==> src/hw/rtl/arpc_ram.sv <==
// ----------------------------------------------------------------------------
// Generic RAM
// One write port, one read port with registered read data.
// ----------------------------------------------------------------------------
module arpc_ram #(
	parameter int WIDTH = 8,
	parameter int DEPTH = 16
) (
	input  logic                     clk,
	input  logic                     we,
	input  logic [$clog2(DEPTH)-1:0] waddr,
	input  logic [WIDTH-1:0]         wdata,
	input  logic [$clog2(DEPTH)-1:0] raddr,
	output logic [WIDTH-1:0]         rdata
);

	logic [WIDTH-1:0] mem [DEPTH];

	always_ff @(posedge clk) begin
		if (we) begin
			mem[waddr] <= wdata;
		end
		rdata <= mem[raddr];
	end

endmodule

==> config.mk <==
export PLATFORM = sky130hd
export DESIGN_NAME = arpc_ram
export DESIGN_NICKNAME = d
export VERILOG_FILES = /design/src/hw/rtl/arpc_ram.sv
export SDC_FILE = /design/constraint.sdc
export NUM_CORES = 1
export LEC_CHECK = 0
export BUFFER_PORTS_ARGS = -buffer_cell sky130_fd_sc_hd__buf_2
export CORE_MARGIN = 2
export CORE_UTILIZATION = 40
export CTS_BUF_LIST = sky130_fd_sc_hd__clkbuf_4 sky130_fd_sc_hd__clkbuf_8
export DETAILED_ROUTE_END_ITERATION = 10
export GPL_ROUTABILITY_DRIVEN = 0
export PLACE_DENSITY = 0.63
export RECOVER_POWER = 25
export SYNTH_ARGS = -nofsm -noshare
export SYNTH_HDL_FRONTEND = slang
export SYNTH_SLANG_ARGS = --single-unit
==> constraint.sdc <==
create_clock -name clk -period 2.55 [get_ports clk]
set_input_delay 0.255 -clock clk [delete_from_list [all_inputs] [get_ports clk]]
set_output_delay 0.255 -clock clk [all_outputs]
set_load 0.05 [all_outputs]
[Word-level counts from Yosys, hierarchy flattened]
Memory sizes are Yosys's and may differ from the RTL's. A register that Yosys moved wholly into a read port is not among the register bits.
Cells that the tools add are included.
Storage, ports and cells
  bits in registers: 0
  bits in latches: 0
  RAM bits: 128
  ROM bits: 0
  output and inout bits: 8
  word-level logic and storage cells: 3
  memories kept: 1
Memories
  mem: depth 16, width 8, rd ports 1, clocked after Yosys merged registers in 1, wr ports 1, RTL line 17  | logic [WIDTH-1:0] mem [DEPTH];
Cells by class
  add/subtract/negate cells: 0
  multiply operators: 0
  divide/modulo/power cells: 0
  magnitude comparators: 0
  equality and inequality tests: 0
  shift operators: 0
  muxes and demuxes: 2
  bitwise gates (word level): 0
  reduce and logical (&&, ||, !) cells: 0
Operator list (number)
  $mux W1: 2

[Depth between registers and ports, before layout]
Gate-level depths: netlist (run 1).
  depth in word-level cells: 2
  depth in mapped cells: 5
  depth with buffers taken out: 3

[Least setup slack after synthesis (run 1)]
Ideal clock, no wire load.
  path type: input-to-reg
  from: in waddr[2]
  to: mem mem[0][0] (enable)
  data arrival time: 1.365 ns
  data required time: 2.167 ns
  slack: 0.802 ns
  cell stages on the path: 2
  path buffers: 0
  cells stage by stage: or3b_2 > nor3_1
RTL lines
  start, declared: RTL line 11  | input logic [$clog2(DEPTH)-1:0] waddr,
  end, declared: RTL line 17
No word-level cell before the write port.

==> reports/metrics.yaml, run 1 <==
reg2reg_depth: 3
grt_util_all_layers_pct: 15.4
overflow: 0
path_clk_slew_ns: 0.07
via_per_inst: 5.19
relSlewSlack_pct: 44.5
hold_buffers: 0
critPathMaxFanout: 21
layout-drive-gt1-share_pct: 29.0
fin_nets: 302
endpoint_kind: "flop"
hold_start: "wdata[1]"
cts_buffer_depth: 2
holdPathEnd: "mem[1][1]"
fmax_mhz: 699
power_frac_comb_pct: 6.5
syn_inst: 229
powerDensity_nw_per_um2: 731
worst_pin_slew_ns: 0.830
drv_cap: 0
yosys.area.top_type_share_pct: 74.7
yosys_warnings: 0
cts_tree: "done"
p_switching_uw: 946
drt_wl_total_um: 9860
io_buffer_count: 25
finalNonFillerCells: 469
grt_pass1_wl_um: 15100
dr.pass1.iters: 4
fin_crit_sh_pct: 56.1
worst_skew_pair.late_latency_ns: 0.43
grt_max_degree: 22
cts-root-buf: "clkbuf_8"
vias: 2432
worst-setup-path-type: "input pin to flop"
whs_path_depth: 1
antenna_found_initial: 0
core_sq_um: 12600
dp_hpwl_um: 6450
areaGrowthSynthToFinish_pct: 14.8
rows: 41
antenna_cells: 0
synth_seq_area_share_pct: 77.8
io_pins: 26
synth_cell_types: 19
drtAntennaViolNets: 0
finalHoldViolCount: 0
finalWorstPathRequiredPeriod_ns: 1.43
p_int_mw: 3.37
critical_path.startpoint_type: "input pin"
start_util_pct: 41.0
r2r_start: "mem[9][3]"
synth_top_area_cell: "edfxtp_1"
ys_ff_latch: 136
cts.sinks: 136
slew_violations: 0
rsz0062_at_grt: "false"
worst_ir_drop_vdd_mv: 0.403
ff2ff_setup_slack_ns: 1.16
ctsHtreeMaxLevel: 4
post_cts_buffers: 0
die_y_um: 117
finalPower_mw: 4.32
cts_made_buffers: 17
crit_arrival_ns: 1.75
avgRoutedWirePerCell_um: 21.0
syn_avg_cell_area_sq_um: 22.5
post_cts_resized: 0
die_area_sq_um: 13800
die_x_um: 117
synthTopCellsByArea: "edfxtp_1 75%, mux4_2 7.9%, mux4_1 7.1%, dfxtp_1 3.1%, a22oi_1 2.3%"
leakagePower_nw: 1.96
grt_pass1_vias: 2490
pwr-share-seq_pct: 58.2
drc_errors: 0
worst_r2r_endpoint: "rdata[3]"
hp-class: "input pin to flop"
swShare_pct: 21.9
placed_cells: 437
dr.first_iter.drc_count: 238
syn_nets: 247
status: "finished clean"
setup_viol: 0
finalClockSkew_ns: 0.00541
cp.required_ns: 2.87
syn_area_sq_um: 5150
clock_power_share_pct: 35.3
setup-tns-final_ns: 0
==> Yosys cell counts <==
cell,count
and2b_1,1
edfxtp_1,128
and2_1,1
nor2b_1,1
mux4_1,14
nor3_1,4
clkdlybuf4s25_2,3
or3b_2,1
nor2_1,13
buf_4,1
nand3_1,1
dfxtp_1,8
mux4_2,18
buf_2,3
nand2b_1,2
buf_6,3
a22oi_1,16
nand2_1,9
nand3b_1,2
==> through the flow <==
stage                     area [sq um]  hold slack [ns]  util [%]  setup WS [ns]
after global placement            5570            0.641      44.3          0.677
after CTS                         5910            0.191      47.0           1.12
after floorplan                   5150            0.354         -          0.802
final                             5910            0.225      47.0           1.12
after global routing              5910            0.220      47.0           1.03
after detailed placement          5570            0.659      44.3          0.649
==> critical path, cell delays in order <==
cell and delay [ns]:
buf_2 0.27, buf_12 0.24, buf_4 0.18, mux4_2 0.50
a22oi_1 0.20, nand2_1 0.08
==> power by group through the flow <==
| stage | clock network [mW] | logic, mW | registers (mW) |
|---|---|---|---|
| CTS | 1.56 | 0.286 | 2.51 |
| global placement | 0 | 0.281 | 2.56 |
| floorplan | 0 | 0.127 | 2.61 |
| global route | 1.65 | 0.303 | 2.52 |
| detailed placement | 0 | 0.285 | 2.56 |
| finish | 1.52 | 0.281 | 2.51 |
==> cells by family after synthesis <==
group                  count (synthesis)  synth area share [%]
AOI/OAI and AO/OA                     16                  2.33
buffers and inverters                 10                  1.68
DFF                                  136                  77.8
muxes                                 32                  15.0
and+or+nand+nor                       35                  3.18
==> flip-flops by register name, indices dropped and copies added (netlist names) <==
name / count
mem: 128
rdata: 8
==> how the worst max path moves through the flow <==
| stage | from | endpoint | slack, ns | cells past startpoint |
|---|---|---|---|---|
| after global placement | waddr[2] | mem[1][2] | 0.68 | 3 |
| after floorplan | waddr[2] | mem[0][0] | 0.80 | 2 |
| after global routing | raddr[0] | rdata[0] | 1.03 | 6 |
| final | raddr[0] | rdata[0] | 1.12 | 6 |
| after detailed placement | raddr[0] | rdata[0] | 0.65 | 6 |
| after CTS | raddr[0] | rdata[0] | 1.12 | 6 |
==> cells in the final DEF (no fill, tap or decap) <==
| master | n |
|---|---|
| buf_2 | 20 |
| mux4_1 | 14 |
| buf_4 | 20 |
| clkinv_1 | 6 |
| nor2_1 | 13 |
| nand2_1 | 9 |
| nand3_1 | 1 |
| clkbuf_8 | 17 |
| or3b_2 | 1 |
| and2_1 | 1 |
| nor3_1 | 4 |
| bufinv_16 | 1 |
| edfxtp_1 | 128 |
| clkinv_2 | 2 |
| dfxtp_1 | 8 |
| nand3b_1 | 2 |
| clkbuf_1 | 5 |
| clkbuf_4 | 3 |
| mux4_2 | 18 |
| nor2b_1 | 1 |
| buf_12 | 1 |
| nand2b_1 | 2 |
| clkinvlp_4 | 3 |
| and2b_1 | 1 |
| a22oi_1 | 16 |
==> layer usage <==
| layer | part of all wire [%] | GRT usage, % | up-vias |
|---|---|---|---|
| met3 | 7.8 | 4.52 | 11 |
| met4 | 1.1 | 4.97 | 0 |
| li1 | - | - | 1079 |
| met2 | 44 | 21.5 | 83 |
| met1 | 47 | 23.2 | 1259 |
| met5 | 0 | 0 | - |
==> final cells by class <==
cell class                      instances  area [sq um]
Sequential cell                       136          4000
Timing Repair Buffer                   46           289
Clock inverter                         12          85.1
Fill cell                            1058          6660
Clock buffer                           20           256
Tap cell                              172           215
Multi-Input combinational cell         83          1060
Note: power is estimated with default switching activity, not from simulation.
==> run 2: changes to the inputs <==
Settings changed: PLACE_DENSITY 0.63 to 0.65.
Clock period 2.55 ns to 1.2 ns, I/O delays scaled along.
==> run 2 against run 1 <==
The flow now finishes with violations (setup timing); non-clock buffer count increased by 7; setup slack got worse by 1.2 ns; count of clock-buffer cells in the layout rose by 5; utilization grew 1.4 points; cell area rose by 3.0%; global-route usage fell by 0.56 points; critical path type is now flop to flop; highest routed layer unchanged.
==> reports/metrics.yaml, run 2 (synthesized netlist as in run 1, its figures left out) <==
slew_violations: 0
reg2reg_depth: 3
avgRoutedWirePerCell_um: 19.7
setup_viol: 8
finalNonFillerCells: 473
dr.pass1.iters: 4
endpoint_kind: "flop"
power_frac_comb_pct: 7.0
hold_start: "wdata[4]"
grt_max_degree: 23
critPathMaxFanout: 1
setup-tns-final_ns: -0.316
placed_cells: 444
layout_commonest_cell: "edfxtp_1"
slowest_delay_ns: 0.49
die_area_sq_um: 13800
worst_skew_pair.late_latency_ns: 0.42
grt_util_all_layers_pct: 14.8
clock_power_share_pct: 36.2
fin_nets: 309
core_sq_um: 12600
antenna_found_initial: 0
crit_arrival_ns: 1.58
p_switching_mw: 1.92
fillers: 1045
areaGrowthSynthToFinish_pct: 18.2
ctsHtreeMaxLevel: 4
rows: 41
p_int_mw: 7.47
design_area_sq_um: 6080
drc_errors: 0
place_area_sq_um: 5720
dp_hpwl_um: 6170
cts_buffer_depth: 2
crit_end: "rdata[3]"
violations: "setup timing"
fin_crit_sh_pct: 106
swShare_pct: 20.5
critical_path.startpoint_type: "flop"
antenna_cells: 0
leakagePower_nw: 2.00
grt_pass1_wl_um: 14800
startpoint: "mem[3][3]"
cts-root-buf: "clkbuf_8"
worst_ir_drop_vdd_mv: 0.696
finalClockSkew_ns: 0.00566
cts.sinks: 136
timing.final.ws_setup_ns: -0.0705
via_per_inst: 5.07
rsz0062_at_grt: "true"
worst_pin_slew_ns: 0.906
timing.hold.ws_ns: 0.0925
powerDensity_nw_per_um2: 1540
drt_wl_total_um: 9340
worst-setup-path-type: "flop to flop"
slowest_stage: "mux4_2"
path_clk_slew_ns: 0.07
dp_slack_ns: -0.420
finalWorstPathRequiredPeriod_ns: 1.27
overflow: 0
biggestRegsByFlops: "mem (128), rdata (8)"
grt_pass1_vias: 2562
die_y_um: 117
r2r_start: "mem[3][3]"
finalPower_mw: 9.39
cp.required_ns: 1.51
cts_tree: "done"
die_x_um: 117
path_cells: "mux4_2 > a22oi_2 > nand2_1"
hp-class: "input pin to flop"
largest_register_ffs: 128
relSlewSlack_pct: 39.5
vias: 2398
layout-drive-gt1-share_pct: 40.2
io_buffer_count: 25
io_pins: 26
cts_made_buffers: 17
pwr-share-seq_pct: 56.9
ff2ff_setup_slack_ns: -0.07
layout_common_cells: "128 x edfxtp_1, 31 x mux4_2, 22 x buf_4"
largest_register: "mem"
finalHoldViolCount: 0
drtAntennaViolNets: 0
status: "complete, but fails checks"
drv_cap: 0
worst_r2r_endpoint: "rdata[3]"
final_util_pct: 48.4
fmax_mhz: 787
dr.first_iter.drc_count: 261
start_util_pct: 41.0
==> run 2: cell types whose count changed in the layout (fill, tap and decap cells not counted), sizes merged <==
cell | before | now
buf | 41 | 46
clkinv | 8 | 3
clkbuf | 25 | 32
clkinvlp | 3 | 0
==> run 2: timing repair <==
action                                  4_1_cts  5_1_grt
resized for setup                            11        7
endpoints found under the setup margin        9        9
pin swaps                                     5        2
buffers inserted                              0        0
hold buffers                                  0        0
==> run 2: how the worst min path moves through the flow <==
stage	endpoint	depth (start not counted)	slack (ns)
CTS	mem[6][5]	1	0.05
global placement	mem[5][5]	1	0.50
detailed placement	mem[5][1]	1	0.52
floorplan	mem[0][0]	0	0.22
global route	mem[7][4]	1	0.09
finish	mem[5][4]	1	0.09
==> run 2: layout make-up <==
class	instances	area [sq um]	area share, %
clock buffers	25	319	5.25
flip-flops and latches	136	4000	65.8
repair buffers	53	420	6.91
well taps	172	215	3.54
clock inverters	4	43.8	0.720
multi-input cells	83	1080	17.8
==> run 2: metal layers <==
metal  vias up  share of wire, %  track usage, %
met5         -                 0               0
met2        55                51            23.9
met3         9               4.0            3.99
li1       1079                 -               -
met4         0               1.3            5.87
met1      1255                43            19.2
==> run 2: power by group through the flow <==
stage | logic (mW) | registers [mW] | clock network [mW]
floorplan | 0.286 | 5.54 | 0
global placement | 0.627 | 5.43 | 0
detailed placement | 0.640 | 5.44 | 0
CTS | 0.657 | 5.34 | 3.49
global route | 0.707 | 5.35 | 3.67
finish | 0.653 | 5.34 | 3.40
==> run 2: critical path: cells and delay by family, from the launching register on <==
kind | cells | cell delay [ns]
AO/OA/AOI/OAI | 1 | 0.22
flip-flops | 1 | 0.36
multiplexers | 1 | 0.49
AND/OR/NAND/NOR | 1 | 0.08
==> run 3: changes to the inputs <==
Settings changed: REMOVE_ABC_BUFFERS from default to 1.
==> run 3 against run 2 <==
The flow still finishes with violations (setup timing); fmax decreased by 0.26%; cell area decreased by 1.0%; non-clock buffer count decreased by 3; clock power increased by 6.2%; largest power group unchanged; sequential share of layout area increased by 0.70 points; sequential power about the same; utilization decreased by 0.51 points; die area unchanged; register-to-register slack about the same; largest cell class unchanged; critical path depth unchanged; flip-flop and latch count unchanged.
==> reports/metrics.yaml, run 3 (synthesized netlist as in run 1, its figures left out) <==
slowest_stage: "mux4_2"
io_buffer_count: 25
drc_errors: 0
slew_violations: 0
grt_util_all_layers_pct: 14.6
io_pins: 26
cts.sinks: 136
dr.first_iter.drc_count: 228
core_sq_um: 12600
largest_register_ffs: 128
cts_tree: "done"
endpoint_kind: "flop"
leakagePower_nw: 1.96
cts_made_buffers: 17
areaGrowthSynthToFinish_pct: 16.9
worst_skew_pair.late_latency_ns: 0.42
worst_ir_drop_vdd_mv: 0.646
register_area_sq_um: 4000
violations: "setup timing"
grt_pass1_wl_um: 14600
critical_path.startpoint_type: "flop"
p_switching_mw: 2.16
finalWorstPathRequiredPeriod_ns: 1.27
setup-tns-final_ns: -0.325
die_area_sq_um: 13800
slowest_delay_ns: 0.48
drv_cap: 0
layout-drive-gt1-share_pct: 39.2
rsz0062_at_grt: "true"
setup_viol: 8
ctsHtreeMaxLevel: 4
design_area_sq_um: 6020
vias: 2437
biggestRegsByFlops: "mem (128), rdata (8)"
swShare_pct: 22.5
crit_arrival_ns: 1.59
dr.pass1.iters: 4
hp-class: "input pin to flop"
worst-setup-path-type: "flop to flop"
layout_common_cells: "128 x edfxtp_1, 31 x mux4_2, 22 x buf_4"
hold_buffers: 0
cp.required_ns: 1.51
die_y_um: 117
powerDensity_nw_per_um2: 1590
post_cts_buffers: 0
start_util_pct: 41.0
grt_pass1_vias: 2404
p_int_mw: 7.44
final_util_pct: 47.9
layout_commonest_cell: "edfxtp_1"
drt_wl_total_um: 9650
worst_pin_slew_ns: 0.971
largest_register: "mem"
dp_hpwl_um: 6020
pwr-share-seq_pct: 55.6
cts-root-buf: "clkbuf_8"
placed_cells: 441
fin_crit_sh_pct: 106
place_area_sq_um: 5630
fin_nets: 306
relSlewSlack_pct: 35.0
finalNonFillerCells: 473
timing.final.ws_setup_ns: -0.0738
grt_max_degree: 23
finalClockSkew_ns: 0.00940
antenna_found_initial: 0
drtAntennaViolNets: 0
clock_power_share_pct: 37.7
die_x_um: 117
fmax_mhz: 785
finalPower_mw: 9.60
critPathMaxFanout: 1
overflow: 0
via_per_inst: 5.15
finalHoldViolCount: 0
rows: 41
path_clk_slew_ns: 0.08
path_cells: "mux4_2 > a22oi_2 > nand2_1"
fillers: 1008
antenna_cells: 0
status: "complete, but fails checks"
power_frac_comb_pct: 6.7
avgRoutedWirePerCell_um: 20.4
multi_input_area_sq_um: 1060
cts_buffer_depth: 2
run 3: path summary, 6_finish.rpt:
path | slack, ns | depth (start not counted) | startpoint | endpoint
worst max-delay path | -0.07 | 3 | mem[2][3] | rdata[3]
worst min-delay path | 0.10 | 1 | wdata[3] | mem[13][3]
worst max register to register | -0.07 | 3 | mem[2][3] | rdata[3]
worst min register to register | 0.68 | 3 | mem[15][7] | rdata[7]
run 3: layer usage:
metal / vias to the layer above / part of all wire [%] / global-route usage (%)
met5: - / 0 / 0
met4: 0 / 1.0 / 5.80
met3: 7 / 5.6 / 3.94
met2: 83 / 51 / 23.5
met1: 1271 / 42 / 19.1
li1: 1076 / - / -
run 3: power groups by stage:
stage	sequential (mW)	clock [mW]	combinational, mW
final	5.34	3.61	0.647
after global routing	5.34	3.90	0.691
after CTS	5.33	3.70	0.640
after detailed placement	5.44	0	0.623
after global placement	5.43	0	0.614
after floorplan	5.54	0	0.213
run 3: final cells by class:
cell class,instances,share of cell area [%]
clock buffer,18,4.01
sequential,136,66.5
clock inverter,14,2.49
multi-input combinational,83,17.7
timing repair buffer,50,5.72
tap,172,3.58
run 3: worst max-delay path, delay by kind of cell (launching register included):
family | cells | cell delay [ns]
AND/OR/NAND/NOR | 1 | 0.07
AO/OA/AOI/OAI | 1 | 0.24
multiplexers | 1 | 0.48
flip-flops | 1 | 0.38
run 3: repair_timing:
action / in CTS / in global routing
setup endpoints to repair: 8 / 9
gates resized for setup: 12 / 13
gates cloned: 0 / 0
pin swaps: 6 / 7
run 3: through the flow:
stage	hold slack, ns	worst slack [ns]
3_5_place_dp	0.521	-0.435
4_1_cts	0.0619	-0.0932
5_1_grt	0.0821	-0.118
2_1_floorplan	0.219	-0.413
3_3_place_gp	0.505	-0.388
6_report	0.103	-0.0738
